==> src/rtl/core/fhsd_pkg.sv <==
// Shared constants, payload types and unit interface structs for the segment draw unit.
`timescale 1ns / 1ps

package fhsd_pkg;

    localparam int HORIZON_WIDTH = 1024;
    localparam int MAX_SPAN      = 64;

    localparam int X_W    = 10;
    localparam int Y_W    = 8;
    localparam int HZ_AW  = (HORIZON_WIDTH > 1) ? $clog2(HORIZON_WIDTH) : 1;
    localparam int SPAN_W = (MAX_SPAN > 1) ? $clog2(MAX_SPAN) : 1;
    localparam int DY_W   = Y_W + 1;     // signed endpoint row difference
    localparam int Q_W    = Y_W + 2;     // signed integer part of the row offset

    localparam logic [Y_W-1:0] HORIZON_RESET = 8'd199;

    typedef struct packed {
        logic [X_W-1:0] x_a;
        logic [Y_W-1:0] y_a;
        logic [X_W-1:0] x_b;
        logic [Y_W-1:0] y_b;
    } t_seg_in;

    typedef struct packed {
        logic [X_W-1:0] pixel_x;
        logic [Y_W-1:0] pixel_y;
        logic           drawn;
        logic           last;
    } t_pix_out;

    typedef struct packed {
        logic           start;
        logic [Y_W-1:0] dividend;
        logic [X_W-1:0] divisor;
    } t_div_req;

    typedef struct packed {
        logic           done;
        logic [Y_W-1:0] quot;
        logic [X_W-1:0] rem;
    } t_div_rsp;

    typedef struct packed {
        logic             we;
        logic [HZ_AW-1:0] waddr;
        logic [Y_W-1:0]   wdata;
        logic             re;
        logic [HZ_AW-1:0] raddr;
    } t_mem_req;

endpackage

==> src/rtl/core/fhsd_divider.sv <==
// Restoring divider, one quotient bit per cycle: |dy| / dx for the slope setup.
`timescale 1ns / 1ps

module fhsd_divider (
    input  logic               i_clk,
    input  logic               i_rst_n,
    input  fhsd_pkg::t_div_req i_req,
    output fhsd_pkg::t_div_rsp o_rsp
);
    import fhsd_pkg::*;

    localparam int CNT_W = (Y_W > 1) ? $clog2(Y_W) : 1;

    logic             r_busy;
    logic             r_done;
    logic [CNT_W-1:0] r_cnt;
    logic [Y_W-1:0]   r_quo;
    logic [X_W-1:0]   r_rem;
    logic [X_W-1:0]   r_dvs;
    logic [X_W:0]     trial;
    logic             fits;

    assign trial = {r_rem, r_quo[Y_W-1]};
    assign fits  = trial >= {1'b0, r_dvs};

    always_ff @(posedge i_clk) begin
        if (!i_rst_n) begin
            r_busy <= 1'b0;
            r_done <= 1'b0;
        end else begin
            r_done <= 1'b0;
            if (i_req.start) begin
                r_busy <= 1'b1;
                r_cnt  <= '0;
                r_quo  <= i_req.dividend;
                r_rem  <= '0;
                r_dvs  <= i_req.divisor;
            end else if (r_busy) begin
                // remainder stays below the divisor, so it fits X_W bits
                r_rem <= fits ? X_W'(trial - {1'b0, r_dvs}) : trial[X_W-1:0];
                r_quo <= {r_quo[Y_W-2:0], fits};
                r_cnt <= r_cnt + CNT_W'(1);
                if (r_cnt == CNT_W'(Y_W - 1)) begin
                    r_busy <= 1'b0;
                    r_done <= 1'b1;
                end
            end
        end
    end

    assign o_rsp.done = r_done;
    assign o_rsp.quot = r_quo;
    assign o_rsp.rem  = r_rem;

endmodule

==> config.mk <==
export PLATFORM = sky130hd
export DESIGN_NAME = fhsd_divider
export DESIGN_NICKNAME = d
export VERILOG_FILES = /design/src/rtl/core/fhsd_pkg.sv /design/src/rtl/core/fhsd_divider.sv
export SDC_FILE = /design/constraint.sdc
export NUM_CORES = 1
export LEC_CHECK = 0
export BUFFER_PORTS_ARGS = -buffer_cell sky130_fd_sc_hd__buf_2
export CAP_MARGIN = 20
export CORE_UTILIZATION = 55
export DETAILED_ROUTE_END_ITERATION = 16
export PLACE_DENSITY_LB_ADDON = 0.3
export SKIP_LAST_GASP = 1
export SLEW_MARGIN = 10
export SYNTH_ARGS = -nofsm -noshare
export SYNTH_HDL_FRONTEND = slang
export SYNTH_SLANG_ARGS = --single-unit
==> constraint.sdc <==
create_clock -name i_clk -period 4.05 [get_ports i_clk]
set_clock_uncertainty 0.05 [all_clocks]
set_input_delay 1.215 -clock i_clk [delete_from_list [all_inputs] [get_ports i_clk]]
set_output_delay 1.215 -clock i_clk [all_outputs]
set_load 0.03 [all_outputs]
## Yosys cells after proc, flatten, opt, wreduce, memory -nomap -nowiden

Cells that the tools add are included.

- Register bits: 33
- Bits of input ports: 21
- Output and inout port bits: 19
- Logic and storage cells: 25

- Add/sub/neg operators: 2
- Magnitude comparators: 1
- Equal/unequal tests: 1
- Mux-type cells: 9
- Bitwise gates (word level): 2
- Reductions and logical operators: 4

Operators by type and width:

| kind | count |
|---|---|
| 2-to-1 mux 10 bit | 2 |
| 2-to-1 mux 8 bit | 2 |
| greater-or-equal comparator 11 x 10 -> 1 bit | 1 |
| subtractor 10 bit | 1 |
| 2-to-1 mux 1 bit | 4 |
| AND reduction 2 bit | 2 |
| adder 3 x 1 -> 3 bit (second input constant) | 1 |
| equality test 3 bit (second input constant) | 1 |
| 2-to-1 mux 3 bit | 1 |
| OR reduction 3 bit | 1 |
| NOT 1 bit | 2 |
| nonzero test 2 bit | 1 |

## Logic depth before layout (Yosys ltp)

- Depth after elaboration: 4
- Gate-level depth with buffers: 10
- Mapped depth without buffers: 10

## Worst setup path after synthesis

No wires, ideal clock.

- Path kind: register -> register
- From: reg r_quo[7]
- To: reg r_rem[6] (data pin)
- Setup time: 255 ps
- Data arrival time: 2037 ps
- Required time: 3745 ps
- Setup slack: 1709 ps
- Stages on the path, launching flop included: 11
- Buffers on the path: 0
- Clock period less this slack: 2341 ps
- Cell sequence: edfxtp_1 inv_1 ha_1 inv_1 fa_1 a211oi_1 o21bai_1 a21oi_1 xnor2_1 mux2i_1 nor2_1

- Cells in the longest elaborated chain, start to end: 3
- Elaborated cells between the ends (all ways): 4
- Those cells by class: add/sub (1); order compare (1); mux (2)

RTL lines:

| element | line | RTL |
|---|---|---|
| start, declared | fhsd_divider.sv:17 | `logic [Y_W-1:0] r_quo;` |
| start signal, assigned | fhsd_divider.sv:35 | `r_quo <= i_req.dividend;` |
| start signal, assigned | fhsd_divider.sv:41 | `r_quo <= {r_quo[Y_W-2:0], fits};` |
| subtractor 10 bit / greater-or-equal comparator 11 x 10 -> 1 bit (equally long branches) | fhsd_divider.sv:40, fhsd_divider.sv:24 |  |
| 2-to-1 mux 10 bit * | fhsd_divider.sv:40 | `r_rem <= fits ? X_W'(trial - {1'b0, r_dvs}) : trial[X_W-1:0];` |
| 2-to-1 mux 10 bit * | fhsd_divider.sv:38 | `end else if (r_busy) begin` |
| end signal, assigned | fhsd_divider.sv:40 |  |
| end, declared | fhsd_divider.sv:18 | `logic [X_W-1:0] r_rem;` |

Mark *: on every way between the ends. The rest lies on a longest branch, timed or not. The select of a mux whose other input is x is not followed.
A chain may end at the register's enable or synchronous reset.

## Worst setup path in the final report

Same ends and word-level chain as after synthesis.

==> results.txt <==
----------------------------------------------------
[Yosys]
  FFs w/ async S/R, synth ... 0%
  Cell accounting for the most synthesized area ... edfxtp_1
  Post-synthesis instance area ... 1810 µm²
  Yosys warning total ... 0
  Number of flops mapped to enable cells by yosys ... 31
  Mean area per synthesized cell ... 12.6 µm²
  Register bit count reported by yosys ... 33
  Dominant register cell in the synthesized netlist ... edfxtp_1
  Count of cell types in the netlist ... 38
  Post-synthesis compound-gate area fraction ... 12.6%
  Synth area leaders ... edfxtp_1 51%, ha_1 8.3%, mux2_2 5.0%
  Sequential share of the synthesized area ... 53.5%
  Most frequent cell after synthesis ... edfxtp_1
  Post-synthesis adder-cell area fraction ... 9.38%
  Combinational family with the most area after synthesis ... compound AO/OA/AOI/OAI gates
  Area share of the largest cell type after synthesis ... 51.3%
  Mux share of post-synthesis cell area ... 8.28%
  Most numerous cell types in the synthesized netlist ... 31 x edfxtp_1, 14 x inv_1, 12 x ha_1, 12 x nor2_1, 8 x mux2_2
  Fraction of the mapped netlist area in simple logic gates ... 8.97%
  Cells after synthesis ... 144
  Number of nets in the synthesized netlist ... 178
  Fraction of synthesized cell area in xor and xnor cells ... 2.41%

[Power and ir drop]
  Internal power summed over all cells ... 0.000568 W
  Sw Share ... 31.4%
  P per Cell Area ... 399 nW/µm²
  Net Sw Power ... 0.000259 W
  Clk pwr share ... 19.8%
  Part of the power in combinational logic ... 29.0%
  Sequential fraction of design power ... 51.2%
  Peak VDD IR ... 0.257 mV
  Leak Pwr ... 0.903 nW

[Critical path]
  Crit end category ... flip-flop
  Worst setup path category ... flip-flop to flip-flop
  Register-to-Register Path Depth ... 10
  Flop-to-flop setup slack ... 1.54 ns
  Required time of the worst setup path ... 4.07 ns
  Reg-to-Reg End ... r_rem[6]
  Data arrival time at the worst-slack endpoint ... 2.53 ns
  Critical Path Source Type ... flip-flop
  Maximum fanout encountered on the critical timing path ... 3
  Reg-to-reg startpoint ... r_quo[7]

[Min path]
  Hold Crit Class ... flip-flop to flip-flop
  HP Start ... r_busy
  Number of cells on the worst hold path ... 1
  Destination of the worst hold path ... r_done

[Die]
  Initial Util ... 58.5%
  Top-level port count ... 40
  Die boundary width ... 59.4 µm
  Standard-cell rows ... 20
  Vertical die dimension ... 59.4 µm
  Die ar. ... 3530 µm²
  Area of the core ... 3100 µm²

[Global route]
  Via count of the first global-routing pass ... 1228
  Number of antenna violations at the first check in global routing ... 0
  Wire length of the first global-routing pass ... 5.51 mm
  Maximum number of pins on one net before global-route repair ... 23
  Total congestion overflow after global routing ... 0
  Total routing usage reported by global routing ... 21.6%

[Timing]
  Worst rel slew slack ... 40.2%
  Setup repair after global routing missed its margin ... false
  Final setup violation count ... 0
  Worst-Margin Slew ... 0.897 ns
  Final critical-path share of the clock period ... 62.0%
  Min Clock Period, post-route ... 2.51 ns
  Setup TNS after final layout ... 0 ns
  Pins Over Slew Limit ... 0
  Achievable Freq ... 398 MHz
  Final-report hold violation count ... 0

[CTS]
  Clock network latency to the later pin of the worst-skew pair ... 0.33 ns
  Clock-pin slew of the registers on the worst-case setup and hold paths ... 0.09 ns
  Post-CTS Setup Repair Bufs ... 0
  TritonCTS sink count ... 33
  Clock tree root driver cell ... clkbuf_4
  TritonCTS clock tree ... built
  Post-cts gate resize count ... 0
  Maximum root-to-sink buffer count ... 2
  TritonCTS Buffers ... 5
  Max H-tree Level ... 2
  Number of buffers added to fix hold violations after cts ... 0

[Flow run]
  Max_cap viols ... 0

[Route]
  Total DRC errors in the routed layout ... 0
  Count of antenna-violating nets left after detailed routing ... 0
  Met2 routed WL ... 1.56 mm
  Detailed-route vias per instance ... 5.47
  Drt pass-1 iters ... 4
  Initial DRC count ... 54
  Total vias in the final route ... 1258
  Met3 layer wire length in the routed design ... 151 µm
  Average wire per standard cell ... 14.4 µm
  Max Used Layer ... met4
  Total wire length ... 3.32 mm
  M1 WL ... 1.53 mm

[Finish]
  Non-filler cells, final ... 230
  Area growth from synthesis to layout ... 14.3%
  Final-stage net count ... 220
  Final cell utilization of the core ... 66.8%
  Filler cell count ... 254
  Share of cells above drive strength 1 ... 31.7%
  Ant. Diodes ... 0

[Run status]
  Outcome ... completed

[Place]
  Total half-perimeter wirelength after legalization and detailed placement ... 2.44 mm
  Port Buffer Count ... 39
  Final Wtd Congestion ... 0.868
  Number of instances in the placed design ... 223

----------------------------------------------------
==> power groups by stage <==
stage	Sequential, W	Combinational, W	Clock (W)
floorplan	0.000459	0.000154	0
global placement	0.000429	0.000231	0
detailed placement	0.000431	0.000237	0
CTS	0.000423	0.000240	0.000165
global route	0.000427	0.000263	0.000179
finish	0.000423	0.000240	0.000164
==> cell families (layout without fill, tap and decap cells) <==
logic type / Yosys count / in the layout
flip-flops: 33 / 33
buffers and inverters: 18 / 60
AO/OA/AOI/OAI: 29 / 29
AND/OR/NAND/NOR: 32 / 32
adder cells (fa/ha/maj): 13 / 13
XOR/XNOR: 5 / 5
multiplexers: 14 / 14
==> metrics by stage <==
step                      hold slack [ns]  power (W)  setup WS, ns  instance area [µm²]
after floorplan                     0.440   0.000613          1.71                 1810
after global placement              0.460   0.000661          1.28                 2030
after detailed placement            0.476   0.000668          1.22                 2030
after CTS                           0.489   0.000828          1.57                 2070
after global routing                0.493   0.000868          1.41                 2070
final                               0.484   0.000827          1.54                 2070
==> state kept, by name, summed over array words and instances (netlist names) <==
name,cells
r_dvs,10
r_rem,10
r_quo,8
r_cnt,3
r_busy,1
r_done,1
==> worst max-delay path, stage by stage (launching register included) <==
cell      delay, ns
edfxtp_1       0.42
inv_1          0.08
ha_1           0.18
inv_1          0.06
fa_1           0.42
a211oi_1       0.38
o21bai_1       0.13
a21oi_1        0.19
xnor2_1        0.10
mux2i_1        0.19
nor2_1         0.06
==> worst max path at each step <==
stage	from	end	slack, ns	depth (start not counted)
floorplan	r_quo[7]	r_rem[6]	1.71	10
global placement	i_req[18]	r_rem[1]	1.28	2
detailed placement	i_req[18]	r_quo[6]	1.22	2
CTS	r_quo[7]	r_rem[6]	1.57	10
global route	r_quo[7]	r_rem[6]	1.41	10
finish	r_quo[7]	r_rem[6]	1.54	10
==> cell type report <==
class,count,area [µm²],share of cell area [%]
clock inverters,1,3.75,0.181
inverters,14,52.6,2.53
well taps,44,55.1,2.66
multi-input cells,93,754,36.4
clock buffers,6,41.3,1.99
repair buffers,39,195,9.41
flip-flops and latches,33,971,46.8
==> layout by cell type (no fill, tap or decap), drive strengths merged, types with 2 or more instances in the layout <==
| cell | n |
|---|---|
| a211oi | 5 |
| a21boi | 2 |
| a21o | 2 |
| a21oi | 6 |
| and4 | 2 |
| buf | 39 |
| clkbuf | 6 |
| dfxtp | 2 |
| edfxtp | 31 |
| ha | 12 |
| inv | 14 |
| mux2 | 8 |
| mux2i | 6 |
| nand2 | 5 |
| nand3 | 3 |
| nand3b | 3 |
| nand4 | 2 |
| nor2 | 12 |
| nor2b | 2 |
| o211ai | 2 |
| o21a | 4 |
| o21ai | 4 |
| xnor2 | 4 |
==> layer usage <==
layer,GRT usage [%],up-vias
li1,-,614
met1,28.7,599
met2,32.3,35
met3,4.80,10
met4,12.6,0
met5,0,-
(Power assumes the default switching activity.)
